### config.mk
export PLATFORM = sky130hd
export DESIGN_NAME = rpdn_lane
export DESIGN_NICKNAME = d
export VERILOG_FILES = /design/src/sv/rpdn_pkg.sv /design/src/sv/rpdn_lane.sv
export SDC_FILE = /design/constraint.sdc
export NUM_CORES = 1
export LEC_CHECK = 0
export ABC_CLOCK_PERIOD_IN_PS = 15800
export BUFFER_PORTS_ARGS = -buffer_cell sky130_fd_sc_hd__buf_2
export CORE_MARGIN = 1
export CORE_UTILIZATION = 55
export CTS_CLUSTER_DIAMETER = 80
export DETAILED_ROUTE_END_ITERATION = 8
export GPL_TIMING_DRIVEN = 1
export PLACE_DENSITY = 0.75
export SYNTH_ARGS = -nofsm -noshare
export SYNTH_HDL_FRONTEND = slang
export SYNTH_SLANG_ARGS = --single-unit
### constraint.sdc
create_clock -name clk -period 15.8 [get_ports clk]
set_input_delay 0.79 -clock clk [delete_from_list [all_inputs] [get_ports clk]]
set_output_delay 0.79 -clock clk [all_outputs]
set_load 0.03 [all_outputs]
### src/sv/rpdn_pkg.sv
package rpdn_pkg;

  localparam int unsigned NUM_LANES   = 4;
  localparam int unsigned LEVEL_W     = 17;
  localparam int unsigned GAIN_W      = 16;
  localparam int unsigned DUTY_W      = 14;
  // level * gain, unit 2^-30
  localparam int unsigned SCALED_W    = LEVEL_W + GAIN_W;
  // sum of four scaled intensities
  localparam int unsigned SUM_W       = SCALED_W + 2;
  localparam int unsigned FULL_SHIFT  = 30;
  localparam int unsigned PWM_TOP_DEF = 9999;
  localparam logic [GAIN_W-1:0] GAIN_RESET = GAIN_W'(16384);
  localparam logic [SUM_W-1:0]  FULL_UNIT  = SUM_W'(1) << FULL_SHIFT;

  localparam int unsigned IN_DATA_W  = ((NUM_LANES * LEVEL_W + 7) / 8) * 8;
  localparam int unsigned OUT_DATA_W = ((NUM_LANES * DUTY_W + 7) / 8) * 8;

  // per-cycle control shared by the lanes and the merge stage
  typedef struct packed {
    logic ld_scale;  // capture level * gain
    logic ld_num;    // capture scaled * top, and the sum in the merge stage
    logic start;     // load the divider
    logic step;      // one quotient bit
  } lane_ctl_t;

endpackage

### src/sv/rpdn_lane.sv
module rpdn_lane #(
  parameter int unsigned PWM_TOP = rpdn_pkg::PWM_TOP_DEF,
  parameter int unsigned QUO_W   = $clog2(PWM_TOP + 1)
) (
  input  logic                             clk,
  input  rpdn_pkg::lane_ctl_t              ctl,
  input  logic [rpdn_pkg::LEVEL_W-1:0]     level,
  input  logic [rpdn_pkg::GAIN_W-1:0]      gain,
  input  logic [rpdn_pkg::SUM_W-1:0]       dvs,
  output logic [rpdn_pkg::SCALED_W-1:0]    scaled,
  output logic [QUO_W-1:0]                 quo
);
  import rpdn_pkg::*;

  localparam int unsigned NUM_W = SCALED_W + QUO_W;

  logic [SCALED_W-1:0] scaled_r;
  logic [SCALED_W-1:0] scaled_nxt;
  logic [NUM_W-1:0]    num_r;
  logic [NUM_W-1:0]    num_nxt;
  logic [SUM_W-1:0]    rem_r;
  logic [QUO_W-1:0]    quo_r;
  logic [SUM_W:0]      trial;
  logic [SUM_W:0]      diff;
  logic                q_bit;

  assign scaled_nxt = SCALED_W'(level) * SCALED_W'(gain);
  assign num_nxt    = NUM_W'(scaled_r) * NUM_W'(PWM_TOP);

  // restoring division, remainder always below the divisor
  assign trial = {rem_r, quo_r[QUO_W-1]};
  assign diff  = trial - {1'b0, dvs};
  assign q_bit = (trial >= {1'b0, dvs});

  always_ff @(posedge clk) begin
    if (ctl.ld_scale) begin
      scaled_r <= scaled_nxt;
    end
    if (ctl.ld_num) begin
      num_r <= num_nxt;
    end
    if (ctl.start) begin
      // quotient fits in QUO_W bits, so the upper part is already below dvs
      rem_r <= SUM_W'(num_r[NUM_W-1:QUO_W]);
      quo_r <= num_r[QUO_W-1:0];
    end else if (ctl.step) begin
      rem_r <= q_bit ? diff[SUM_W-1:0] : trial[SUM_W-1:0];
      quo_r <= (quo_r << 1) | QUO_W'(q_bit);
    end
  end

  assign scaled = scaled_r;
  assign quo    = quo_r;

endmodule

==> impl_metrics.env, run 1 <==
export IMPL_status="completed"
export IMPL_fillers=3696
export IMPL_maxCapViolations=0
export IMPL_cts_max_level=4
export IMPL_timing_final_ws_setup_ns=8.96
export IMPL_fp_dieW_um=213
export IMPL_finalNetCount=3430
export IMPL_drive_above_1_share=0.0755
export IMPL_place_ws_ns=8.97
export IMPL_start_util=0.561
export IMPL_area_delta_synth_final_pct=6.98
export IMPL_clock_latency_ns=0.44
export IMPL_synth_area_leaders="fa_1 (31%), ha_1 (17%), edfxtp_1 (16%), inv_1 (10%), nand2_1 (3.6%)"
export IMPL_finalSetupTns_ns=0
export IMPL_die_h_um=213
export IMPL_finalHoldViolations=0
export IMPL_async_reset_ff_frac=0
export IMPL_min_delay_path_class="reg -> reg"
export IMPL_grt_overflow_total=0
export IMPL_finalWirelength_um=54200
export IMPL_avgSynthCellArea_um2=9.50
export IMPL_cts_resized=0
export IMPL_dr_total_vias=17400
export IMPL_relSlewSlack=0.223
export IMPL_crit_path_start="scaled[6]"
export IMPL_rr_startpoint="scaled[6]"
export IMPL_io_buffers=119
export IMPL_cts_sinks=129
export IMPL_synthMostInstantiatedCell="inv_1"
export IMPL_synthTopCellsByCount="inv_1 (660), fa_1 (383), ha_1 (323), nand2_1 (232), and2_1 (134)"
export IMPL_crit_path_end="num_r[44]"
export IMPL_synth_top_area_share=0.314
export IMPL_min_period_over_period=0.433
export IMPL_synth_nets=3348
export IMPL_coreArea_mm2=0.0435
export IMPL_final_cells=3249
export IMPL_r2r_end="num_r[44]"
export IMPL_cts_setup_buffers=0
export IMPL_holdBufCountCts=0
export IMPL_worstSetupPathType="reg -> reg"
export IMPL_grt_pass1_vias=18400
export IMPL_slew_viol_final=0
export IMPL_setup_violations_final=0
export IMPL_synth_seq_area_share=0.158
export IMPL_gp_congestion=0.914
export IMPL_drc=0
export IMPL_worst_slew_pin_slew_ns=1.17
export IMPL_grt_usage=0.253
export IMPL_cts_clk_slew_worst_paths_ns=0.06
export IMPL_seq_area_mm2=0.00385
export IMPL_antenna_found_initial=0
export IMPL_wl_per_cell_um=16.7
export IMPL_cts_tree="built"
export IMPL_boundaryPins=120
export IMPL_grt_start_max_net_pins=60
export IMPL_cp_data_required_time_ns=15.97
export IMPL_routed_via_density=5.34
export IMPL_numCtsBuffers=17
export IMPL_worstSetupEndpointType="flop"
export IMPL_start_kind="flop"
export IMPL_n_antenna_cell=0
export IMPL_clock_skew_ns=0.0100
export IMPL_rsz0062_at_grt="false"
export IMPL_cts_max_path_buffers=2
export IMPL_ys_types=69
export IMPL_hp_start="num_r[42]"
export IMPL_timing_critical_path_arrival_ns=7.00
export IMPL_regToRegSetupSlack_ns=8.96
export IMPL_synth_seq_cells=129
export IMPL_synth_edf_count=127
export IMPL_fmax_ghz=0.146
export IMPL_hpwl_um=45200
export IMPL_ant_nets=0
export IMPL_ys_dominant_reg_cell="edfxtp_1"
export IMPL_critPathMaxFanout=6
export IMPL_grt_pass1_wl_um=90100
export IMPL_place_inst=3217
export IMPL_dieArea_mm2=0.0452
export IMPL_drt_pass1_iter_count=5
export IMPL_initialDrtViolationCount=841
export IMPL_root_buffer="clkbuf_16"
export IMPL_ys_warn_count=0
export IMPL_synthesis_area_mm2=0.0244
export IMPL_ff2ff_path_depth=19
export IMPL_multiInputGateArea_mm2=0.0178
export IMPL_fin_crit_ns=6.84
export IMPL_num_rows=76
export IMPL_synthCells=2569
export IMPL_synth_area_leader_cell="fa_1"
==> final cells by class <==
cell class,instances,area share
Multi-Input combinational cell,1722,0.683
Clock buffer,18,0.0164
Tap cell,585,0.0280
Timing Repair Buffer,121,0.0234
Clock inverter,14,0.00695
Sequential cell,129,0.148
Inverter,660,0.0949
==> worst max-delay path, cell delays in order (launching register included) <==
cell and delay, ns:
edfxtp_1 0.52, inv_1 0.26, fa_1 0.56, inv_1 0.05, ha_1 0.26, inv_1 0.05, fa_1 0.51, fa_1 0.52
fa_1 0.54, fa_1 0.53, inv_1 0.05, ha_1 0.38, and3_1 0.29, nand3_1 0.10, o211ai_1 0.44, a21oi_1 0.27
o2111ai_1 0.31, a41oi_1 0.28, o41ai_1 0.51, xor2_1 0.12
==> cell families (layout without fill, tap and decap cells) <==
kind of cell	Yosys count	count (layout)	share of synthesized area
multiplexers	43	43	0.0204
flip-flops	129	129	0.158
XOR/XNOR	93	93	0.0334
adder cells (fa/ha/maj)	706	706	0.480
buffers and inverters	718	813	0.112
AO/OA/AOI/OAI	351	351	0.0924
AND/OR/NAND/NOR	529	529	0.104
==> through the flow <==
stage | hold slack, ns | util | cell area, um2
after floorplan | 0.480 | - | 24400
after global placement | 0.496 | 0.587 | 25500
after detailed placement | 0.515 | 0.587 | 25500
after CTS | 0.529 | 0.601 | 26100
after global routing | 0.542 | 0.601 | 26100
final | 0.524 | 0.601 | 26100
==> cells in the final DEF, fill, tap and decap left out, drive strengths merged, types with 39 or more instances in the layout <==
cell | Yosys | routed
inv | 660 | 663
fa | 383 | 383
ha | 323 | 323
nand2 | 232 | 232
and2 | 134 | 134
edfxtp | 127 | 127
buf | 10 | 121
a21oi | 103 | 103
o21ai | 78 | 78
nor2 | 69 | 69
xnor2 | 60 | 60
mux2 | 39 | 39
==> worst min path at each step <==
stage / to / slack, ns / cells after the start
detailed placement: rem_r[28] / 0.52 / 1
global placement: rem_r[33] / 0.50 / 2
CTS: rem_r[28] / 0.53 / 1
floorplan: rem_r[33] / 0.48 / 2
global route: rem_r[28] / 0.54 / 1
finish: rem_r[28] / 0.52 / 1
==> flip-flops by register name, summed over array words and instances, names as in the netlist <==
name    cells
num_r      47
scaled     33
quo        14
rem_r      35
==> per-layer routing <==
layer | vias up | part of all wire | wire (um) | global-route usage
met3 | 82 | 0.041 | 2210 | 0.0322
met2 | 428 | 0.50 | 26900 | 0.442
met5 | - | 0 | 0 | 0
met4 | 0 | 0.023 | 1250 | 0.0784
li1 | 8278 | - | - | -
met1 | 8573 | 0.44 | 23900 | 0.325
Power of run 1 is left out: the tool's default activity adds up to more than one toggle a clock period on the data nets, which glitch-free logic cannot reach.
==> inputs of run 2 (changes only) <==
Settings changed: ABC_CLOCK_PERIOD_IN_PS 15800 to 6800.
Clock period 15.8 ns to 6.8 ns, I/O delays scaled along.
==> run 2 against run 1 <==
Wire length is 1.5% lower; sequential share of layout area is 0.088 points lower; design area is 0.60% higher; core utilization is 0.36 points higher; count of clock-buffer cells in the layout is 1 lower; clock skew is 0.0055 ns higher.
==> impl_metrics.env, run 2 (synthesis gave the netlist of run 1 again) <==
export IMPL_status="completed"
export IMPL_grt_pass1_wl_um=89800
export IMPL_finalHoldViolations=0
export IMPL_fp_dieW_um=213
export IMPL_clock_latency_ns=0.43
export IMPL_crit_path_top_delay_cell="fa_1"
export IMPL_cts_tree="built"
export IMPL_dr_total_vias=17300
export IMPL_wl_per_cell_um=16.4
export IMPL_final_core_util=0.604
export IMPL_drc=0
export IMPL_start_util=0.561
export IMPL_coreArea_mm2=0.0435
export IMPL_area_delta_synth_final_pct=7.63
export IMPL_numCtsBuffers=17
export IMPL_clock_skew_ns=0.0156
export IMPL_grt_overflow_total=0
export IMPL_die_h_um=213
export IMPL_drive_above_1_share=0.0843
export IMPL_initialDrtViolationCount=874
export IMPL_cp_data_required_time_ns=6.97
export IMPL_min_delay_path_class="in -> reg"
export IMPL_ff2ff_path_depth=20
export IMPL_routed_via_density=5.31
export IMPL_layout_common_cells="inv_1 (658), fa_1 (383), ha_1 (323), nand2_1 (232), and2_1 (134)"
export IMPL_relSlewSlack=0.213
export IMPL_grt_usage=0.250
export IMPL_ant_nets=0
export IMPL_worstSetupPathType="reg -> reg"
export IMPL_root_buffer="clkbuf_16"
export IMPL_critPathMaxFanout=6
export IMPL_timing_final_ws_setup_ns=0.331
export IMPL_hpwl_um=44900
export IMPL_finalWirelength_um=53400
export IMPL_crit_top_cell="fa_1"
export IMPL_io_buffers=119
export IMPL_grt_start_max_net_pins=66
export IMPL_slew_viol_final=0
export IMPL_worst_slew_pin_slew_ns=1.18
export IMPL_min_period_over_period=0.951
export IMPL_finalNetCount=3447
export IMPL_fmax_ghz=0.155
export IMPL_cts_max_level=4
export IMPL_path_cells="inv_1 > fa_1 > inv_1 > ha_1 > fa_1 > fa_1 > fa_1 > inv_1 > fa_1 > inv_1 > ha_1 > nand4_1 > a21oi_1 > nand4_1 > o21ai_1 > o2111ai_1 > a21oi_1 > o311ai_0 > o2bb2ai_1 > xnor2_1"
export IMPL_dieArea_mm2=0.0452
export IMPL_worstSetupEndpointType="flop"
export IMPL_num_rows=76
export IMPL_fillers=3706
export IMPL_start_kind="flop"
export IMPL_place_ws_ns=0.185
export IMPL_hold_path_cell_count=2
export IMPL_gp_congestion=0.918
export IMPL_rsz0062_at_grt="true"
export IMPL_cts_max_path_buffers=2
export IMPL_largest_register="num_r"
export IMPL_slowest_delay_ns=0.55
export IMPL_boundaryPins=120
export IMPL_n_antenna_cell=0
export IMPL_finalSetupTns_ns=0
export IMPL_cts_sinks=129
export IMPL_cts_clk_slew_worst_paths_ns=0.07
export IMPL_grt_pass1_vias=18600
export IMPL_timing_critical_path_arrival_ns=6.64
export IMPL_largest_reg_flops=47
export IMPL_drt_pass1_iter_count=5
export IMPL_setup_violations_final=0
export IMPL_maxCapViolations=0
export IMPL_final_common_cell="inv_1"
export IMPL_antenna_found_initial=0
export IMPL_fin_crit_ns=6.47
## run 2: cell count changes in the layout (fill, tap and decap cells not counted), moves of 2 or more
cell,delta
buf_4,+17
a21oi_1,-2
a21oi_2,+2
inv_1,-2
inv_2,+2
clkinvlp_4,-2
inv_8,+4
## run 2: worst max-delay path: cells and delay by family, from the launching register on
family          cells  cell delay (ns)
compound gates      6             1.58
xor+xnor            1             0.12
buf+inv             4             0.39
simple gates        2             0.26
fa+ha+maj           7             3.33
flops               1             0.54
## run 2: what timing repair did
item	in CTS	in global routing
setup endpoints to repair	0	10
setup buffers	0	3
hold buffers	0	0
resized for setup	0	7
## run 2: area by class of cell
class / count / area [um2] / share of cell area
sequential: 129 / 3850 / 0.147
tap: 585 / 732 / 0.0279
timing repair buffer: 138 / 738 / 0.0281
clock buffer: 17 / 425 / 0.0162
inverter: 660 / 2480 / 0.0943
multi-input combinational: 1722 / 17800 / 0.679
clock inverter: 15 / 194 / 0.00739
## run 2: worst paths after layout
check                                 from         to  slack, ns
worst max-delay path            scaled[15]  num_r[45]       0.33
worst min-delay path                ctl[0]  rem_r[33]       0.19
worst max register to register  scaled[15]  num_r[45]       0.33
worst min register to register   rem_r[33]  rem_r[33]       0.52
## run 2: metal layers
metal,share of wire,up-vias,track usage
li1,-,8320,-
met3,0.038,61,0.0242
met2,0.50,381,0.439
met5,0,-,0
met1,0.44,8586,0.329
met4,0.018,0,0.0645
## run 2: metrics by stage
stage	std cells	area, um2	hold slack (ns)
3_3_place_gp	3231	25600	0.497
6_report	3266	26300	0.195
3_5_place_dp	3231	25600	0.504
2_1_floorplan	2569	24400	0.452
5_1_grt	3266	26300	0.189
4_1_cts	3263	26200	0.173
Power of run 2 is left out for the same reason.
