===== src/sv/rpdn_pkg.sv =====
package rpdn_pkg;

  localparam int unsigned NUM_LANES   = 4;
  localparam int unsigned LEVEL_W     = 17;
  localparam int unsigned GAIN_W      = 16;
  localparam int unsigned DUTY_W      = 14;
  // level * gain, unit 2^-30
  localparam int unsigned SCALED_W    = LEVEL_W + GAIN_W;
  // sum of four scaled intensities
  localparam int unsigned SUM_W       = SCALED_W + 2;
  localparam int unsigned FULL_SHIFT  = 30;
  localparam int unsigned PWM_TOP_DEF = 9999;
  localparam logic [GAIN_W-1:0] GAIN_RESET = GAIN_W'(16384);
  localparam logic [SUM_W-1:0]  FULL_UNIT  = SUM_W'(1) << FULL_SHIFT;

  localparam int unsigned IN_DATA_W  = ((NUM_LANES * LEVEL_W + 7) / 8) * 8;
  localparam int unsigned OUT_DATA_W = ((NUM_LANES * DUTY_W + 7) / 8) * 8;

  // per-cycle control shared by the lanes and the merge stage
  typedef struct packed {
    logic ld_scale;  // capture level * gain
    logic ld_num;    // capture scaled * top, and the sum in the merge stage
    logic start;     // load the divider
    logic step;      // one quotient bit
  } lane_ctl_t;

endpackage


===== src/sv/rpdn_merge.sv =====
module rpdn_merge (
  input  logic                          clk,
  input  rpdn_pkg::lane_ctl_t           ctl,
  input  logic [rpdn_pkg::SCALED_W-1:0] scaled [rpdn_pkg::NUM_LANES],
  output logic [rpdn_pkg::SUM_W-1:0]    dvs,
  output logic                          limited
);
  import rpdn_pkg::*;

  logic [SUM_W-1:0] sum;
  logic             over;
  logic [SUM_W-1:0] div_r;
  logic             lim_r;
  logic [SUM_W-1:0] dvs_r;
  logic             lim_run_r;

  always_comb begin
    sum = '0;
    for (int i = 0; i < NUM_LANES; i++) begin
      sum = sum + SUM_W'(scaled[i]);
    end
  end

  // exactly one full unit is not limited
  assign over = (sum > FULL_UNIT);

  always_ff @(posedge clk) begin
    if (ctl.ld_num) begin
      div_r <= over ? sum : FULL_UNIT;
      lim_r <= over;
    end
    if (ctl.start) begin
      dvs_r     <= div_r;
      lim_run_r <= lim_r;
    end
  end

  assign dvs     = dvs_r;
  assign limited = lim_run_r;

endmodule


===== config.mk =====
export PLATFORM = sky130hd
export DESIGN_NAME = rpdn_merge
export DESIGN_NICKNAME = d
export VERILOG_FILES = /design/src/sv/rpdn_pkg.sv /design/src/sv/rpdn_merge.sv
export SDC_FILE = /design/constraint.sdc
export NUM_CORES = 1
export LEC_CHECK = 0
export ABC_AREA = 0
export BUFFER_PORTS_ARGS = -buffer_cell sky130_fd_sc_hd__buf_2
export CAP_MARGIN = 20
export CORE_MARGIN = 3
export CORE_UTILIZATION = 51
export DETAILED_ROUTE_END_ITERATION = 16
export PLACE_DENSITY_LB_ADDON = 0.12
export SLEW_MARGIN = 30
export SYNTH_ARGS = -nofsm -noshare
export SYNTH_HDL_FRONTEND = slang
export SYNTH_SLANG_ARGS = --single-unit
export TNS_END_PERCENT = 1

===== constraint.sdc =====
create_clock -name clk -period 5.3 [get_ports clk]
set_clock_uncertainty 0.2 [all_clocks]
set_input_delay 0.53 -clock clk [delete_from_list [all_inputs] [get_ports clk]]
set_output_delay 0.53 -clock clk [all_outputs]
set_load 0.01 [all_outputs]

==> Flow_metrics.wiki, run 1 <==
{| class="wikitable"
! Metric !! Value
|-
| Result of the run || finished clean
|-
| Die extent in x || 120 um
|-
| # resized after CTS || 0
|-
| DRC Markers || 0
|-
| Maximum operating frequency || 200 MHz
|-
| CP Class || input pin to flop
|-
| Post-Syn Area per Cell || 10.4 um2
|-
| Worst min-delay path category || flop to flop
|-
| Switching Power || 1.41 mW
|-
| Critical path depth || 17
|-
| Start point of the worst hold path || div_r[27]
|-
| Number of distinct library cell variants in the gate-level netlist after synthesis || 69
|-
| Maximum fanout along the worst path || 32
|-
| Total met2 wirelength after detailed routing || 5.93 mm
|-
| Portion of total power attributed to the clock network || 0.184
|-
| Drt pass-1 iters || 4
|-
| Endpoints failing hold || 0
|-
| Fraction of registers with async set or reset after synthesis || 0
|-
| Series of cell instances along the critical path || buf_2 -> inv_1 -> fa_1 -> inv_1 -> fa_1 -> ha_1 -> fa_1 -> a21o_1 -> a221o_2 -> a221oi_2 -> a21oi_1 -> a31oi_1 -> o21ai_0 -> xor2_1 -> nor4_4 -> buf_12 -> a21oi_1
|-
| Clk root buf || sky130_fd_sc_hd__clkbuf_16
|-
| Fraction of the yosys area taken by sequential cells || 0.326
|-
| Vertical die dimension || 120 um
|-
| TritonCTS clock tree || built
|-
| Starting DRC count in detailed routing || 218
|-
| Launching point of the worst reg2reg path || div_r[5]
|-
| Setup Viol. Count Final || 0
|-
| Number of buffers added for setup after CTS || 0
|-
| Setup repair after global routing missed its margin || no
|-
| GR Overflow Total || 0
|-
| Fraction of layout cells with a size suffix above 1 || 0.307
|-
| Post-layout instance count excluding filler cells || 992
|-
| CP most frequent cell || sky130_fd_sc_hd__fa_1
|-
| Buf/Inv on CP || 4
|-
| Worst-case register-to-register setup slack || 4.45 ns
|-
| Worst endpoint required time || 5.16 ns
|-
| Number of buffers created by CTS || 9
|-
| Wire length on met3 || 602 um
|-
| Actual slew at the worst max-slew pin || 0.738 ns
|-
| Arr. time, crit path || 4.85 ns
|-
| R2R depth || 0
|-
| Per-cell via count in the routed design || 4.90
|-
| Leading register cell type out of synthesis || sky130_fd_sc_hd__edfxtp_1
|-
| Final number of max-transition violations || 0
|-
| Number of nets still failing antenna checks after routing || 0
|-
| Die area || 0.0144 mm2
|-
| Number of global-route vias before repair || 4714
|-
| Endpoint with the worst hold slack || dvs[27]
|-
| Sum of routed wire segments on met1 || 5.88 mm
|-
| Maximum number of pins on one net before global-route repair || 37
|-
| Cell count after placement || 976
|-
| Cell Area, Synth || 0.00663 mm2
|-
| GRT Util Overall || 0.179
|-
| Global-route wire length before repair || 21.2 mm
|-
| Maximum buffer depth of the clock tree || 2
|-
| Number of vias in the routed layout || 4862
|-
| Number of synthesized flops with an enable pin || 72
|-
| Part of the power in registers || 0.277
|-
| Clock sinks || 72
|-
| MaxCap Viol Count || 0
|-
| Count of yosys warnings during synthesis || 0
|-
| Num ports || 173
|-
| Initial core utilization || 0.523
|-
| Total power density per cell area || 456 mW/mm2
|-
| Final #Nets || 1052
|-
| Routed wire per std cell || 12.6 um
|-
| Setup WS pre-CTS || -0.00310 ns
|-
| Kind of cell with the highest combined delay on the critical path || compound AO/OA/AOI/OAI gates
|-
| Count of input and output buffers || 170
|-
| Syn_nets || 875
|-
| Depth of the CTS H-tree || 3
|-
| Sum of negative setup slack || 0 ns
|-
| Cell types occupying the most area after synthesis || sky130_fd_sc_hd__edfxtp_1 (33%), sky130_fd_sc_hd__fa_1 (20%), sky130_fd_sc_hd__inv_1 (9.9%)
|-
| Highest metal layer with signal wires || met4
|-
| Clock Latency Late Sink || 0.32 ns
|-
| Final worst setup slack || 0.301 ns
|-
| Hold bufs inserted after CTS || 0
|-
| WHS Path Cells || 0
|-
| Share of the synthesized area in the top cell type || 0.326
|-
| Core Footprint || 0.0127 mm2
|-
| Instance count of the mapped netlist || 638
|-
| Final cycle utilization of the critical path || 0.943
|-
| Rel. slew slack || 0.508
|-
| Number of synthesized register bits || 72
|-
| Final Routed Wirelength || 12.5 mm
|-
| Critical R2R Capture || dvs[5]
|-
| Leakage power summed over all cells || 4.00 nW
|-
| Initial antenna violation count || 0
|-
| P&R area growth vs syn || 20.7%
|-
| Endpoint class of the critical path || flop
|-
| Logic gate share of total power || 0.540
|-
| Antenna diodes || 0
|-
| Int Pwr || 2.24 mW
|-
| Number of cell rows || 41
|-
| Yosys top cell by area || sky130_fd_sc_hd__edfxtp_1
|-
| Critical Path Source Type || input pin
|-
| Period minus WS final || 5.00 ns
|-
| Switching share of total power || 0.385
|-
| HPWL reported at the end of detailed placement || 10.7 mm
|-
| Largest incremental delay on the critical path || 0.52 ns
|-
| Peak supply drop || 0.272 mV
|-
| Clock transition at the registers of the reported paths || 0.05 ns
|-
| Standard cell with the maximum stage delay on the critical path || sky130_fd_sc_hd__fa_1
|-
| Final Wtd Congestion || 0.860
|}
-- placed cells by master (no fill, tap or decap), types with 3 or more instances in the layout --
cell                        Yosys  layout
sky130_fd_sc_hd__nand4_1       12      12
sky130_fd_sc_hd__a21oi_2        8       8
sky130_fd_sc_hd__nand2b_1       3       3
sky130_fd_sc_hd__ha_1          34      34
sky130_fd_sc_hd__a211oi_1       6       6
sky130_fd_sc_hd__o21ai_1        3       3
sky130_fd_sc_hd__a21oi_1       38      38
sky130_fd_sc_hd__fa_1          66      66
sky130_fd_sc_hd__o21ai_0       20      20
sky130_fd_sc_hd__nand2_1       27      27
sky130_fd_sc_hd__nor3_1         5       5
sky130_fd_sc_hd__xnor2_1       12      12
sky130_fd_sc_hd__nor2_1        16      16
sky130_fd_sc_hd__clkbuf_16      0       9
sky130_fd_sc_hd__a21boi_2      12      12
sky130_fd_sc_hd__a31oi_1        6       6
sky130_fd_sc_hd__nand3_1        4       4
sky130_fd_sc_hd__inv_1        174     174
sky130_fd_sc_hd__buf_2          3     170
sky130_fd_sc_hd__o21a_1         4       4
sky130_fd_sc_hd__a21o_1        21      21
sky130_fd_sc_hd__nor4_1         5       5
sky130_fd_sc_hd__or3_1          3       3
sky130_fd_sc_hd__xor2_1         9       9
sky130_fd_sc_hd__o211ai_1       8       8
sky130_fd_sc_hd__o21bai_1       4       4
sky130_fd_sc_hd__and3_2         4       4
sky130_fd_sc_hd__buf_4          1      14
sky130_fd_sc_hd__bufinv_16      0       3
sky130_fd_sc_hd__edfxtp_1      72      72
-- synth_stat cells (2+ instances only) --
library cell                count
sky130_fd_sc_hd__a211oi_1       6
sky130_fd_sc_hd__a21boi_2      12
sky130_fd_sc_hd__a21o_1        21
sky130_fd_sc_hd__a21o_2         2
sky130_fd_sc_hd__a21oi_1       38
sky130_fd_sc_hd__a21oi_2        8
sky130_fd_sc_hd__a31oi_1        6
sky130_fd_sc_hd__and2_1         2
sky130_fd_sc_hd__and2b_2        2
sky130_fd_sc_hd__and3_2         4
sky130_fd_sc_hd__and4_2         2
sky130_fd_sc_hd__buf_2          3
sky130_fd_sc_hd__buf_6          5
sky130_fd_sc_hd__bufbuf_16      2
sky130_fd_sc_hd__clkbuf_1       7
sky130_fd_sc_hd__edfxtp_1      72
sky130_fd_sc_hd__fa_1          66
sky130_fd_sc_hd__ha_1          34
sky130_fd_sc_hd__inv_1        174
sky130_fd_sc_hd__nand2_1       27
sky130_fd_sc_hd__nand2b_1       3
sky130_fd_sc_hd__nand3_1        4
sky130_fd_sc_hd__nand4_1       12
sky130_fd_sc_hd__nor2_1        16
sky130_fd_sc_hd__nor3_1         5
sky130_fd_sc_hd__nor4_1         5
sky130_fd_sc_hd__o211a_1        2
sky130_fd_sc_hd__o211ai_1       8
sky130_fd_sc_hd__o21a_1         4
sky130_fd_sc_hd__o21ai_0       20
sky130_fd_sc_hd__o21ai_1        3
sky130_fd_sc_hd__o21bai_1       4
sky130_fd_sc_hd__or3_1          3
sky130_fd_sc_hd__or3_2          2
sky130_fd_sc_hd__xnor2_1       12
sky130_fd_sc_hd__xor2_1         9
-- layout make-up --
class	instances	area, um2
fill	1068	4670
timing repair buffer	186	996
tap	172	215
multi-input combinational	372	3630
inverter	174	653
clock inverter	7	119
clock buffer	9	225
sequential	72	2160
-- how the worst max path moves through the flow --
stage	startpoint	to	slack (ns)
after floorplan	scaled[1]	div_r[22]	0.35
after global placement	scaled[1]	div_r[16]	0.04
after detailed placement	scaled[1]	div_r[21]	-0.003
after CTS	scaled[34]	div_r[21]	0.34
after global routing	scaled[1]	div_r[21]	0.07
final	scaled[1]	div_r[21]	0.30
-- flip-flops by register name, summed over array words and instances, names as in the netlist --
| register | count |
|---|---|
| limited | 1 |
| dvs | 35 |
| lim_r | 1 |
| div_r | 35 |
-- per-layer routing --
metal	vias to the layer above	global-route usage
met3	12	0.0207
met2	134	0.290
li1	2465	-
met4	0	0.0494
met1	2251	0.257
met5	-	0
-- stage by stage --
step	util	area [um2]	power, mW	hold slack [ns]
floorplan	-	6630	2.49	0.200
global placement	0.604	7660	2.94	0.206
detailed placement	0.604	7660	2.98	0.205
CTS	0.632	8000	3.66	0.215
global route	0.632	8000	3.94	0.221
finish	0.632	8000	3.65	0.215
-- cell families (layout without fill, tap and decap cells) --
group                      after synthesis  count (layout)  share of synthesized area
DFF                                     72              72                      0.326
AOI/OAI and AO/OA                      154             154                      0.172
muxes                                    2               2                    0.00321
xor gates and xnor gates                22              22                     0.0302
buffers and inverters                  194             376                      0.127
adders and majority gates              100             100                      0.264
and+or+nand+nor                         94              94                     0.0778
-- power by group through the flow --
stage	Combinational (mW)	Clock (mW)	Sequential [mW]
6_report	1.97	0.670	1.01
5_1_grt	2.20	0.704	1.03
4_1_cts	1.97	0.681	1.01
3_5_place_dp	1.96	0	1.02
3_3_place_gp	1.92	0	1.02
2_1_floorplan	1.45	0	1.04
(Power assumes the default switching activity.)
==> inputs of run 2 (changes only) <==
--- a/config.mk
+++ b/config.mk
@@ -11,7 +11,7 @@
 export CORE_MARGIN = 3
 export CORE_UTILIZATION = 51
 export DETAILED_ROUTE_END_ITERATION = 16
-export PLACE_DENSITY_LB_ADDON = 0.12
+export PLACE_DENSITY_LB_ADDON = 0.1
 export SLEW_MARGIN = 30
 export SYNTH_ARGS = -nofsm -noshare
 export SYNTH_HDL_FRONTEND = slang
==> run 2 against run 1 <==
  * Hold slack gained 0.0018 ns
  * Maximum frequency rose by 0.55%
  * Cell count unchanged
  * Core utilization down 0.18 points
  * First-iteration DRC count rose by 6.0%
  * Sequential share of layout area up 0.076 points
  * Largest power group unchanged
  * Setup slack improved by 0.028 ns
  * Via count is 0.80% higher
  * Die area did not move
==> Flow_metrics.wiki, run 2 (synthesis results as in run 1) <==
{| class="wikitable"
! Metric !! Value
|-
| Clk root buf || sky130_fd_sc_hd__clkbuf_16
|-
| Routed wire per std cell || 12.8 um
|-
| Arr. time, crit path || 4.82 ns
|-
| CP Class || input pin to flop
|-
| Critical Path Source Type || input pin
|-
| Number of buffers created by CTS || 9
|-
| Final cycle utilization of the critical path || 0.938
|-
| Cell count after placement || 976
|-
| Global-route wire length before repair || 21.7 mm
|-
| GRT met1 Usage || 0.259
|-
| Hold bufs inserted after CTS || 0
|-
| Global-route met3 utilization || 0.0250
|-
| P&R area growth vs syn || 20.4%
|-
| Actual slew at the worst max-slew pin || 0.757 ns
|-
| Worst endpoint required time || 5.14 ns
|-
| Number of buffers added for setup after CTS || 0
|-
| Clock sinks || 72
|-
| Maximum fanout along the worst path || 32
|-
| GR Overflow Total || 0
|-
| Clock transition at the registers of the reported paths || 0.06 ns
|-
| Number of vias in the routed layout || 4901
|-
| Part of the power in registers || 0.281
|-
| Count of input and output buffers || 170
|-
| Number of global-route vias before repair || 4857
|-
| Initial antenna violation count || 0
|-
| Antenna diodes || 0
|-
| Per-cell via count in the routed design || 4.94
|-
| Final core area utilization || 0.630
|-
| Num ports || 173
|-
| Post-layout instance count excluding filler cells || 992
|-
| Logic gate share of total power || 0.544
|-
| Fraction of layout cells with a size suffix above 1 || 0.306
|-
| GRT Util Overall || 0.183
|-
| Setup repair after global routing missed its margin || no
|-
| # resized after CTS || 0
|-
| Depth of the CTS H-tree || 3
|-
| Final Wtd Congestion || 0.840
|-
| Int Pwr || 2.20 mW
|-
| Clock Latency Late Sink || 0.32 ns
|-
| Tot Pwr || 3.60 mW
|-
| HPWL reported at the end of detailed placement || 10.8 mm
|-
| Endpoints failing hold || 0
|-
| Period minus WS final || 4.97 ns
|-
| Worst min-delay path category || flop to flop
|-
| Maximum buffer depth of the clock tree || 2
|-
| Vertical die dimension || 120 um
|-
| Final #Nets || 1052
|-
| Switching Power || 1.40 mW
|-
| Core Footprint || 0.0127 mm2
|-
| Die extent in x || 120 um
|-
| Drt pass-1 iters || 4
|-
| Maximum number of pins on one net before global-route repair || 37
|-
| Die area || 0.0144 mm2
|-
| Endpoint class of the critical path || flop
|-
| Setup Viol. Count Final || 0
|-
| Number of cell rows || 41
|-
| DRC Markers || 0
|-
| Result of the run || finished clean
|-
| Leakage power summed over all cells || 3.98 nW
|-
| Most utilized layer in the global route result || met2
|-
| Leading cell type in the layout, fill and taps excluded || sky130_fd_sc_hd__inv_1
|-
| Total power density per cell area || 451 mW/mm2
|-
| MaxCap Viol Count || 0
|-
| Commonest cells after routing, fill and taps aside || sky130_fd_sc_hd__inv_1 (174), sky130_fd_sc_hd__buf_2 (170), sky130_fd_sc_hd__edfxtp_1 (72), sky130_fd_sc_hd__fa_1 (66), sky130_fd_sc_hd__a21oi_1 (38)
|-
| Number of nets still failing antenna checks after routing || 0
|-
| Peak supply drop || 0.234 mV
|-
| Met2 Track Usage GR || 0.298
|-
| Switching share of total power || 0.390
|-
| Starting DRC count in detailed routing || 231
|-
| Final Routed Wirelength || 12.7 mm
|-
| TritonCTS clock tree || built
|-
| Initial core utilization || 0.523
|-
| Rel. slew slack || 0.496
|-
| Final number of max-transition violations || 0
|-
| Maximum operating frequency || 201 MHz
|-
| Portion of total power attributed to the clock network || 0.175
|}
-- run 2: cell count changes in the layout (fill, tap and decap cells not counted), sizes merged --
cell | previous run | this run
clkbuf | 9 | 10
bufinv | 3 | 2
-- run 2: critical path: stages --
cell and delay (ns):
sky130_fd_sc_hd__buf_2 0.08, sky130_fd_sc_hd__inv_1 0.05, sky130_fd_sc_hd__fa_1 0.50, sky130_fd_sc_hd__fa_1 0.53, sky130_fd_sc_hd__inv_1 0.05, sky130_fd_sc_hd__ha_1 0.31, sky130_fd_sc_hd__a21oi_1 0.23, sky130_fd_sc_hd__o21ai_0 0.16
sky130_fd_sc_hd__or2_1 0.27, sky130_fd_sc_hd__or4_4 0.56, sky130_fd_sc_hd__a311o_2 0.44, sky130_fd_sc_hd__a311oi_4 0.40, sky130_fd_sc_hd__o21ai_2 0.14, sky130_fd_sc_hd__nor4_4 0.20, sky130_fd_sc_hd__buf_12 0.25, sky130_fd_sc_hd__a21oi_1 0.10
-- run 2: final cells by class --
class | instances | area (um2)
Clock inverter | 6 | 92.6
Fill cell | 1110 | 4690
Inverter | 174 | 653
Tap cell | 172 | 215
Clock buffer | 10 | 229
Timing Repair Buffer | 186 | 996
Multi-Input combinational cell | 372 | 3630
Sequential cell | 72 | 2160
-- run 2: worst paths after layout --
path                            cells after the start        end  slack (ns)  startpoint
worst min register to register                      0    dvs[30]        0.22   div_r[30]
worst max-delay path                               16  div_r[16]        0.33  scaled[21]
worst min-delay path                                0    dvs[30]        0.22   div_r[30]
worst max register to register                      0    dvs[29]        4.46   div_r[29]
-- run 2: power groups by stage --
stage	registers [mW]	clock network, mW	logic (mW)
4_1_cts	1.01	0.643	1.97
2_1_floorplan	1.04	0	1.45
5_1_grt	1.03	0.664	2.20
3_3_place_gp	1.02	0	1.92
6_report	1.01	0.632	1.96
3_5_place_dp	1.03	0	1.96
-- run 2: stage by stage --
step / hold WS, ns / instance area, um2 / setup slack [ns] / TNS (ns)
after floorplan: 0.200 / 6630 / 0.352 / 0
after global placement: 0.204 / 7660 / 0.0304 / 0
after detailed placement: 0.205 / 7660 / -0.0133 / -0.0133
after CTS: 0.216 / 7980 / 0.329 / 0
after global routing: 0.221 / 7980 / 0.117 / 0
final: 0.217 / 7980 / 0.328 / 0
-- run 2: metal layers --
metal  part of all wire  vias up
li1                   -     2472
met1               0.45     2287
met2               0.49      133
met3              0.053        9
met4              0.010        0
met5                  0        -
==> inputs of run 3 (changes only) <==
--- a/config.mk
+++ b/config.mk
@@ -5,11 +5,13 @@
 export SDC_FILE = /design/constraint.sdc
 export NUM_CORES = 1
 export LEC_CHECK = 0
-export ABC_AREA = 0
+export ABC_AREA = 1
 export BUFFER_PORTS_ARGS = -buffer_cell sky130_fd_sc_hd__buf_2
 export CAP_MARGIN = 20
+export CELL_PAD_IN_SITES_DETAIL_PLACEMENT = 1
+export CELL_PAD_IN_SITES_GLOBAL_PLACEMENT = 1
 export CORE_MARGIN = 3
-export CORE_UTILIZATION = 51
+export CORE_UTILIZATION = 40
 export DETAILED_ROUTE_END_ITERATION = 16
 export PLACE_DENSITY_LB_ADDON = 0.1
 export SLEW_MARGIN = 30
==> run 3 against run 2 <==
  * Cell area grew 5.6%
  * Non-clock buffer count shrank 15
  * Register-to-register slack is essentially flat
  * Critical endpoint is now div_r[6]
  * Largest cell class unchanged
  * Largest power group unchanged
  * Highest routed layer unchanged
==> Flow_metrics.wiki, run 3 <==
{| class="wikitable"
! Metric !! Value
|-
| Result of the run || finished clean
|-
| Count of yosys warnings during synthesis || 0
|-
| Number of buffers added for setup after CTS || 0
|-
| Fraction of layout cells with a size suffix above 1 || 0.178
|-
| Register cell area after layout || 0.00216 mm2
|-
| Actual slew at the worst max-slew pin || 0.754 ns
|-
| # resized after CTS || 0
|-
| Number of buffers created by CTS || 9
|-
| Per-cell via count in the routed design || 4.50
|-
| Series of cell instances along the critical path || buf_2 -> inv_1 -> fa_1 -> inv_1 -> fa_1 -> ha_1 -> fa_1 -> nand2_1 -> nand2_1 -> nand3_1 -> nand2_1 -> nand3_1 -> nand3_1 -> nand2_1 -> nand3_1 -> xor2_1 -> nand2_1 -> nor2_4 -> a21oi_1
|-
| Launching point of the worst reg2reg path || div_r[17]
|-
| Wire length on met3 || 670 um
|-
| Yosys top cell by area || sky130_fd_sc_hd__edfxtp_1
|-
| Count leader, synth || sky130_fd_sc_hd__inv_1
|-
| Num ports || 173
|-
| Peak supply drop || 0.266 mV
|-
| R2R depth || 0
|-
| CP most frequent cell || sky130_fd_sc_hd__nand2_1
|-
| Sum of routed wire segments on met1 || 7.42 mm
|-
| Fraction of the yosys area taken by sequential cells || 0.305
|-
| Starting DRC count in detailed routing || 133
|-
| Commonest cells after routing, fill and taps aside || sky130_fd_sc_hd__inv_1 (316), sky130_fd_sc_hd__nand2_1 (262), sky130_fd_sc_hd__buf_2 (170), sky130_fd_sc_hd__edfxtp_1 (72), sky130_fd_sc_hd__fa_1 (66)
|-
| Final Routed Wirelength || 16.0 mm
|-
| Routed wire per std cell || 11.9 um
|-
| Clock sinks || 72
|-
| Final number of max-transition violations || 0
|-
| Start point of the worst hold path || div_r[9]
|-
| Highest metal layer with signal wires || met4
|-
| WHS Path Cells || 0
|-
| Count of filler cells inserted in the layout || 2269
|-
| Die extent in x || 139 um
|-
| Arr. time, crit path || 4.29 ns
|-
| Endpoint with the worst hold slack || dvs[9]
|-
| Initial antenna violation count || 0
|-
| Maximum buffer depth of the clock tree || 2
|-
| Rel. slew slack || 0.497
|-
| Final cycle utilization of the critical path || 0.842
|-
| Instance count of the mapped netlist || 939
|-
| Clk root buf || sky130_fd_sc_hd__clkbuf_16
|-
| Final Wtd Congestion || 0.846
|-
| MaxCap Viol Count || 0
|-
| Number of distinct library cell variants in the gate-level netlist after synthesis || 29
|-
| Number of vias in the routed layout || 6051
|-
| Multi-input logic area || 0.00368 mm2
|-
| Fraction of registers with async set or reset after synthesis || 0
|-
| Critical R2R Capture || dvs[17]
|-
| Share of the synthesized area in the top cell type || 0.305
|-
| Number of synthesized register bits || 72
|-
| Core Footprint || 0.0173 mm2
|-
| TritonCTS clock tree || built
|-
| Leading cell type in the layout, fill and taps excluded || sky130_fd_sc_hd__inv_1
|-
| Number of global-route vias before repair || 6217
|-
| Antenna diodes || 0
|-
| Total power density per cell area || 404 mW/mm2
|-
| Depth of the CTS H-tree || 3
|-
| Period minus WS final || 4.46 ns
|-
| Final #Nets || 1352
|-
| Number of synthesized flops with an enable pin || 72
|-
| Count of input and output buffers || 170
|-
| Critical Path Source Type || input pin
|-
| Worst endpoint required time || 5.13 ns
|-
| Initial core utilization || 0.410
|-
| Worst min-delay path category || flop to flop
|-
| Syn_nets || 1176
|-
| Clock Latency Late Sink || 0.32 ns
|-
| Worst-case register-to-register setup slack || 4.45 ns
|-
| Cell Area, Synth || 0.00708 mm2
|-
| Maximum operating frequency || 224 MHz
|-
| Sum of negative setup slack || 0 ns
|-
| Tot Pwr || 3.40 mW
|-
| GRT Util Overall || 0.170
|-
| Leakage power summed over all cells || 4.93 nW
|-
| P&R area growth vs syn || 18.9%
|-
| Global-route wire length before repair || 27.7 mm
|-
| Cell types occupying the most area after synthesis || sky130_fd_sc_hd__edfxtp_1 (31%), sky130_fd_sc_hd__fa_1 (19%), sky130_fd_sc_hd__inv_1 (17%)
|-
| Setup Viol. Count Final || 0
|-
| Total met2 wirelength after detailed routing || 7.77 mm
|-
| Setup repair after global routing missed its margin || no
|-
| Maximum fanout along the worst path || 32
|-
| Ranking of synthesized cells by instance count || sky130_fd_sc_hd__inv_1 (316), sky130_fd_sc_hd__nand2_1 (262), sky130_fd_sc_hd__edfxtp_1 (72)
|-
| Post-Syn Area per Cell || 7.54 um2
|-
| Clock transition at the registers of the reported paths || 0.05 ns
|-
| Largest incremental delay on the critical path || 0.56 ns
|-
| Vertical die dimension || 139 um
|-
| Number of nets still failing antenna checks after routing || 0
|-
| Endpoint class of the critical path || flop
|-
| Number of cell rows || 48
|-
| Hold bufs inserted after CTS || 0
|-
| Standard cell with the maximum stage delay on the critical path || sky130_fd_sc_hd__nor2_4
|-
| Die area || 0.0193 mm2
|-
| Leading register cell type out of synthesis || sky130_fd_sc_hd__edfxtp_1
|-
| HPWL reported at the end of detailed placement || 14.7 mm
|-
| CP Class || input pin to flop
|-
| Drt pass-1 iters || 4
|-
| DRC Markers || 0
|-
| GR Overflow Total || 0
|-
| Endpoints failing hold || 0
|-
| Maximum number of pins on one net before global-route repair || 37
|}
run 3: cell types whose count changed in the layout (fill, tap and decap cells not counted), sizes merged, moves of 8 or more:
cell / before / now
a21boi: 13 / 0
a21o: 23 / 1
buf: 186 / 171
inv: 175 / 316
nand2: 27 / 267
nand3: 4 / 35
nor2: 16 / 54
o211ai: 8 / 0
o21ai: 24 / 5
xnor2: 12 / 0
run 3: cell families after synthesis:
group | count (synthesis) | synth area share
buffers and inverters | 322 | 0.175
DFF | 72 | 0.305
adders and majority gates | 100 | 0.247
and+or+nand+nor | 382 | 0.222
AOI/OAI and AO/OA | 59 | 0.0457
xor gates and xnor gates | 4 | 0.00494
run 3: cell type report:
| type | instances | share of cell area |
|---|---|---|
| clock buffers | 11 | 0.0276 |
| repair buffers | 171 | 0.102 |
| well taps | 225 | 0.0334 |
| inverters | 316 | 0.141 |
| multi-input cells | 545 | 0.437 |
| flip-flops and latches | 72 | 0.257 |
| clock inverters | 5 | 0.00282 |
run 3: worst max-delay path by stage:
stage / from / end / slack, ns / cells after the start
floorplan: scaled[1] / div_r[0] / 1.31 / 21
global placement: scaled[1] / div_r[1] / 0.57 / 19
detailed placement: scaled[1] / div_r[6] / 0.46 / 19
CTS: scaled[1] / div_r[6] / 0.80 / 19
global route: scaled[11] / div_r[17] / 0.46 / 18
finish: scaled[1] / div_r[6] / 0.84 / 19
run 3: stage by stage:
step           hold slack, ns  area, um2   util  worst slack (ns)  cells
2_1_floorplan           0.200       7080      -              1.31    939
3_3_place_gp            0.201       8170  0.472             0.565   1329
3_5_place_dp            0.206       8170  0.472             0.461   1329
4_1_cts                 0.214       8420  0.487             0.804   1345
5_1_grt                 0.216       8420  0.487             0.458   1345
6_report                0.211       8420  0.487             0.839   1345
run 3: routing by layer:
metal  track usage  vias to the layer above
li1              -                     3104
met1         0.227                     2813
met2         0.298                      119
met3        0.0224                       15
met4        0.0360                        0
met5             0                        -
run 3: critical path: cells and delay by family:
kind	cells	cell delay, ns
simple gates	10	1.50
xor+xnor	1	0.22
fa+ha+maj	4	1.67
compound gates	1	0.19
buf+inv	3	0.16
run 3: where the power goes:
part	leakage [nW]	switching, mW	internal (mW)
combinational	4.10	1.26	0.657
sequential	0.705	0.0499	0.929
clock	0.130	0.192	0.311
total	4.93	1.51	1.90
